**src/rtl/sem_pkg.sv**
```systemverilog
// shared types and constants for the rgb sobel edge magnitude block
// no dependencies
package sem_pkg;
    localparam int CH_W   = 8;
    localparam int GRAD_W = 11;
    localparam int SQ_W   = 22;
    localparam int ROOT_W = 11;
    localparam int CFG_W  = 12;

    localparam logic [0:0] CFG_WIDTH  = 1'b0;
    localparam logic [0:0] CFG_HEIGHT = 1'b1;

    typedef logic [CH_W-1:0] chan_t;

    // one column of the window for one channel: top, mid, bottom
    typedef struct packed {
        chan_t top;
        chan_t mid;
        chan_t bot;
    } col3_t;

    // position and tags riding with a window through the lanes
    typedef struct packed {
        logic        valid;
        logic [9:0]  col;
        logic [11:0] row;
        logic        frame_end;
    } tag_t;
endpackage

```
**src/rtl/sem_lane.sv**
```systemverilog
// one channel lane: sobel gradients, squares, pipelined integer square root
// depends on sem_pkg
module sem_lane
    import sem_pkg::*;
(
    input  logic  aclk,
    input  logic  en,
    input  col3_t c0,
    input  col3_t c1,
    input  col3_t c2,
    output chan_t mag
);
    localparam int STEPS = ROOT_W;

    logic signed [GRAD_W:0] gx_reg, gy_reg;
    logic [SQ_W-1:0]        sq_reg;

    logic [SQ_W-1:0]   rem_reg  [STEPS];
    logic [ROOT_W-1:0] root_reg [STEPS];
    logic [SQ_W-1:0]   rem_in   [STEPS];
    logic [ROOT_W-1:0] root_in  [STEPS];
    logic [SQ_W+1:0]   trial    [STEPS];

    // gradients; window column 0 is leftmost
    always_ff @(posedge aclk) begin
        if (en) begin
            gx_reg <= ($signed({4'd0, c2.top}) + $signed({3'd0, c2.mid, 1'b0})
                       + $signed({4'd0, c2.bot}))
                    - ($signed({4'd0, c0.top}) + $signed({3'd0, c0.mid, 1'b0})
                       + $signed({4'd0, c0.bot}));
            gy_reg <= ($signed({4'd0, c0.top}) + $signed({3'd0, c1.top, 1'b0})
                       + $signed({4'd0, c2.top}))
                    - ($signed({4'd0, c0.bot}) + $signed({3'd0, c1.bot, 1'b0})
                       + $signed({4'd0, c2.bot}));
        end
    end

    // sum of squares
    logic [GRAD_W-1:0] ax, ay;
    always_comb begin
        ax = gx_reg[GRAD_W] ? GRAD_W'(-gx_reg) : gx_reg[GRAD_W-1:0];
        ay = gy_reg[GRAD_W] ? GRAD_W'(-gy_reg) : gy_reg[GRAD_W-1:0];
    end

    always_ff @(posedge aclk) begin
        if (en) begin
            sq_reg <= SQ_W'(ax * ax) + SQ_W'(ay * ay);
        end
    end

    // stage inputs and trial values for the square root
    always_comb begin
        for (int i = 0; i < STEPS; i++) begin
            if (i == 0) begin
                rem_in[i]  = sq_reg;
                root_in[i] = '0;
            end else begin
                rem_in[i]  = rem_reg[i-1];
                root_in[i] = root_reg[i-1];
            end
            trial[i] = {{(SQ_W-ROOT_W){1'b0}}, root_in[i], 2'b01} << (2 * (STEPS - 1 - i));
        end
    end

    // restoring square root, one result bit per stage
    always_ff @(posedge aclk) begin
        if (en) begin
            for (int i = 0; i < STEPS; i++) begin
                if ({2'b0, rem_in[i]} >= trial[i]) begin
                    rem_reg[i]  <= rem_in[i] - SQ_W'(trial[i]);
                    root_reg[i] <= {root_in[i][ROOT_W-2:0], 1'b1};
                end else begin
                    rem_reg[i]  <= rem_in[i];
                    root_reg[i] <= {root_in[i][ROOT_W-2:0], 1'b0};
                end
            end
        end
    end

    // saturate
    assign mag = (root_reg[STEPS-1] > ROOT_W'(255)) ? chan_t'(255)
                                                    : root_reg[STEPS-1][CH_W-1:0];
endmodule

```
**config.mk**
```make
export PLATFORM = sky130hd
export DESIGN_NAME = sem_lane
export DESIGN_NICKNAME = d
export VERILOG_FILES = /design/src/rtl/sem_pkg.sv /design/src/rtl/sem_lane.sv
export SDC_FILE = /design/constraint.sdc
export NUM_CORES = 1
export LEC_CHECK = 0
export ABC_CLOCK_PERIOD_IN_PS = 10500
export BUFFER_PORTS_ARGS = -buffer_cell sky130_fd_sc_hd__buf_2
export CAP_MARGIN = 40
export CORE_MARGIN = 8
export CORE_UTILIZATION = 25
export DETAILED_ROUTE_END_ITERATION = 8
export GPL_TIMING_DRIVEN = 0
export SYNTH_ARGS = -nofsm -noshare
export SYNTH_HDL_FRONTEND = slang
export SYNTH_SLANG_ARGS = --single-unit
```
**constraint.sdc**
```tcl
create_clock -name aclk -period 10.5 [get_ports aclk]
set_clock_uncertainty 0.2 [all_clocks]
set_input_delay 0.525 -clock aclk [delete_from_list [all_inputs] [get_ports aclk]]
set_output_delay 0.525 -clock aclk [all_outputs]
set_load 0.05 [all_outputs]
```
==> run_results.csv <==
group,metric,value,unit
route,postRouteAntennaNets,0,
setup_path,end_kind,"flop",
flow_run,drv_cap,0,
floorplanning,die_h,326,um
setup_path,path_max_fanout,11,
yosys,synth.top_cells.by_area,"edfxtp_1 (41%), fa_1 (19%), ha_1 (10%)",
outcome,outcome,"finished clean",
timing,hold_ws,202,ps
setup_path,crit_path_top_delay_cell,"xnor2_1",
timing,setup_violations,0,
timing,finalSetupTns,0,ps
floorplanning,rows,113,
setup_path,start_kind,"flop",
floorplanning,start_util,0.253,
placement,dp_hpwl,38600,um
yosys,synth_fp_nets,2600,
setup_path,critPathKind,"reg -> reg",
grt,grt_pass1_vias,15700,
timing,hold_violations,0,
clocking,htree_levels,2,
cells_and_area,n_fill_cell,9828,
floorplanning,core,0.0952,mm2
floorplanning,die_w,326,um
setup_path,rr_startpoint,"gy_reg[0]",
cells_and_area,antennaDiodeCount,0,
floorplanning,io_pins,82,
hold_path,hold_start,"c0[1]",
timing,rsz0062_at_grt,"false",
timing,max_freq,115,MHz
timing,slew_viol_final,0,
setup_path,crit_path_start,"gy_reg[0]",
yosys,yosys_warnings,0,
grt,grtUsageMet1,0.0932,
yosys,synth_edf_count,331,
setup_path,path_common_cell,"fa_1",
cells_and_area,synthToLayoutAreaGrowth,13.5,%
clocking,post_cts.repair.setup_buffers,0,
yosys,async_flop_share,0,
timing,worst_pin_slew,883,ps
grt,grtUsageMet2,0.170,
cells_and_area,regArea,0.00996,mm2
clocking,cts-root-buf,"clkbuf_16",
yosys,synth_seq_area_share,0.414,
cells_and_area,num-nets-final,2728,
placement,portBuffers,73,
route,first_iter_violations,736,
route,first_pass_iters,5,
clocking,cts.clk_slew.worst_paths,60,ps
yosys,syn_inst,2103,
grt,top_usage_layer,"met2",
clocking,cts_resized,0,
timing,fin_crit,8700,ps
clocking,cts_tree,"done",
timing,maxSlewHeadroom,0.405,
placement,place_congestion,0.846,
setup_path,cp_top_family,"adder cells",
clocking,cts.path.max_buffers,3,
route,via_per_inst,4.14,
cells_and_area,largest_reg_flops,220,
placement,dp.cells,3459,
setup_path,critPathMaxStageDelay,580,ps
yosys,ys_ff_latch,332,
yosys,synthFlopType,"edfxtp_1",
grt,grtUsageMet3,0.0165,
yosys,yosysUniqueCellTypes,73,
yosys,netlist_area,0.0240,mm2
grt,grt-ovfl-total,0,
cells_and_area,final_cells,3518,
clocking,clkSinkCount,332,
route,drc,0,
grt,grt_pass1_wl,76400,um
setup_path,path_cells,"inv_2, ha_1, a31oi_1, xnor2_1, clkinv_1, nand2_1, inv_1, fa_1, inv_1, fa_1, inv_1, fa_1, fa_1, fa_1, fa_1, inv_1, fa_1, inv_1, ha_1, nand3_1, o31a_1, o31ai_1, a221oi_1, xnor2_1",
route,vias,14600,
cells_and_area,drive_above_1_share,0.0808,
grt,grt_max_degree,33,
route,wl_per_cell,13.0,um
yosys,netlist.top_cell.by_area,"edfxtp_1",
setup_path,cp.required,10560,ps
clocking,insertion_delay,540,ps
route,wl,45900,um
cells_and_area,multi_input_area,0.0123,mm2
yosys,postSynthAreaPerCell,11.4,um2
setup_path,cp_num_buf_inv,7,
yosys,synth.top_cell.area_share,0.413,
clocking,cts_made_buffers,35,
timing,fin_crit_sh,0.829,
clocking,cts-hold-fix-buffers,0,
grt,antenna_found_initial,4,
setup_path,cp.arrival,8770,ps
grt,grt_usage,0.0861,
hold_path,min_path_type,"in -> reg",
floorplanning,die_area,0.106,mm2
## kinds of logic after synthesis
group | synth area share
flops | 0.414
fa+ha+maj | 0.291
mux | 0.00666
simple gates | 0.0956
buf+inv | 0.0742
compound gates | 0.0654
xor+xnor | 0.0532
## synth_stat cells (4+ instances only)
| cell | instances |
|---|---|
| inv_1 | 433 |
| o41ai_1 | 6 |
| fa_1 | 226 |
| ha_1 | 197 |
| clkbuf_1 | 22 |
| o21bai_1 | 5 |
| xor2_1 | 62 |
| nand2_1 | 129 |
| nor4b_1 | 8 |
| nand4_1 | 9 |
| nand3b_1 | 4 |
| a21boi_0 | 4 |
| a211oi_1 | 10 |
| nand2b_1 | 28 |
| or4_1 | 11 |
| and2_1 | 11 |
| or3_1 | 11 |
| a21oi_1 | 67 |
| a21oi_2 | 6 |
| o31ai_1 | 11 |
| mux2_2 | 12 |
| xnor2_1 | 84 |
| edfxtp_1 | 331 |
| nor2_1 | 151 |
| clkinv_1 | 6 |
| o21a_1 | 19 |
| a21o_1 | 22 |
| o21ai_0 | 65 |
| nor2b_1 | 11 |
| nor3_1 | 38 |
| nor4_1 | 22 |
| nand3_1 | 13 |
| o211ai_1 | 5 |
## worst reg2reg max path: cells and delay by family, from the launching register on
family | cells | cell delay, ps
flops | 1 | 530
simple gates | 2 | 430
fa+ha+maj | 9 | 4300
xor+xnor | 2 | 760
buf+inv | 7 | 1030
compound gates | 4 | 1190
## metal layers
layer  vias to the layer above  wire (um)
met5                         -         45
met3                        89       1830
met4                         8       1080
met2                       232      24800
met1                      7021      18100
li1                       7228          -
## cell usage in the layout, fill, tap and decap left out, types with 23 or more instances in the layout
cell type	instances
inv_1	433
edfxtp_1	331
fa_1	226
ha_1	197
nor2_1	151
nand2_1	129
xnor2_1	84
buf_2	76
a21oi_1	67
o21ai_0	65
xor2_1	62
nor3_1	38
clkbuf_16	35
nand2b_1	28
clkbuf_1	23
## worst paths after layout
kind / to / slack [ps] / cells after the start
setup reg to reg: sq_reg[21] / 1800 / 24
hold / removal: gy_reg[0] / 200 / 3
hold reg to reg: rem_reg[0][2] / 210 / 0
setup / recovery: sq_reg[21] / 1800 / 24
## through the flow
stage	setup WS, ps	utilization	cell area, um2
floorplan	3080	-	24000
global placement	1520	0.273	26000
detailed placement	1870	0.275	26200
CTS	1840	0.287	27300
global route	1470	0.287	27300
finish	1800	0.287	27300
## layout make-up
class | instances | area share
Clock inverter | 21 | 0.00715
Buffer | 28 | 0.00472
Sequential cell | 332 | 0.365
Inverter | 441 | 0.0608
Tap cell | 1265 | 0.0580
Clock buffer | 38 | 0.0325
Timing Repair Buffer | 91 | 0.0209
Multi-Input combinational cell | 1302 | 0.451
Power is left out: the tool's default activity adds up to more than one toggle a clock period on the data nets, which glitch-free logic cannot reach.
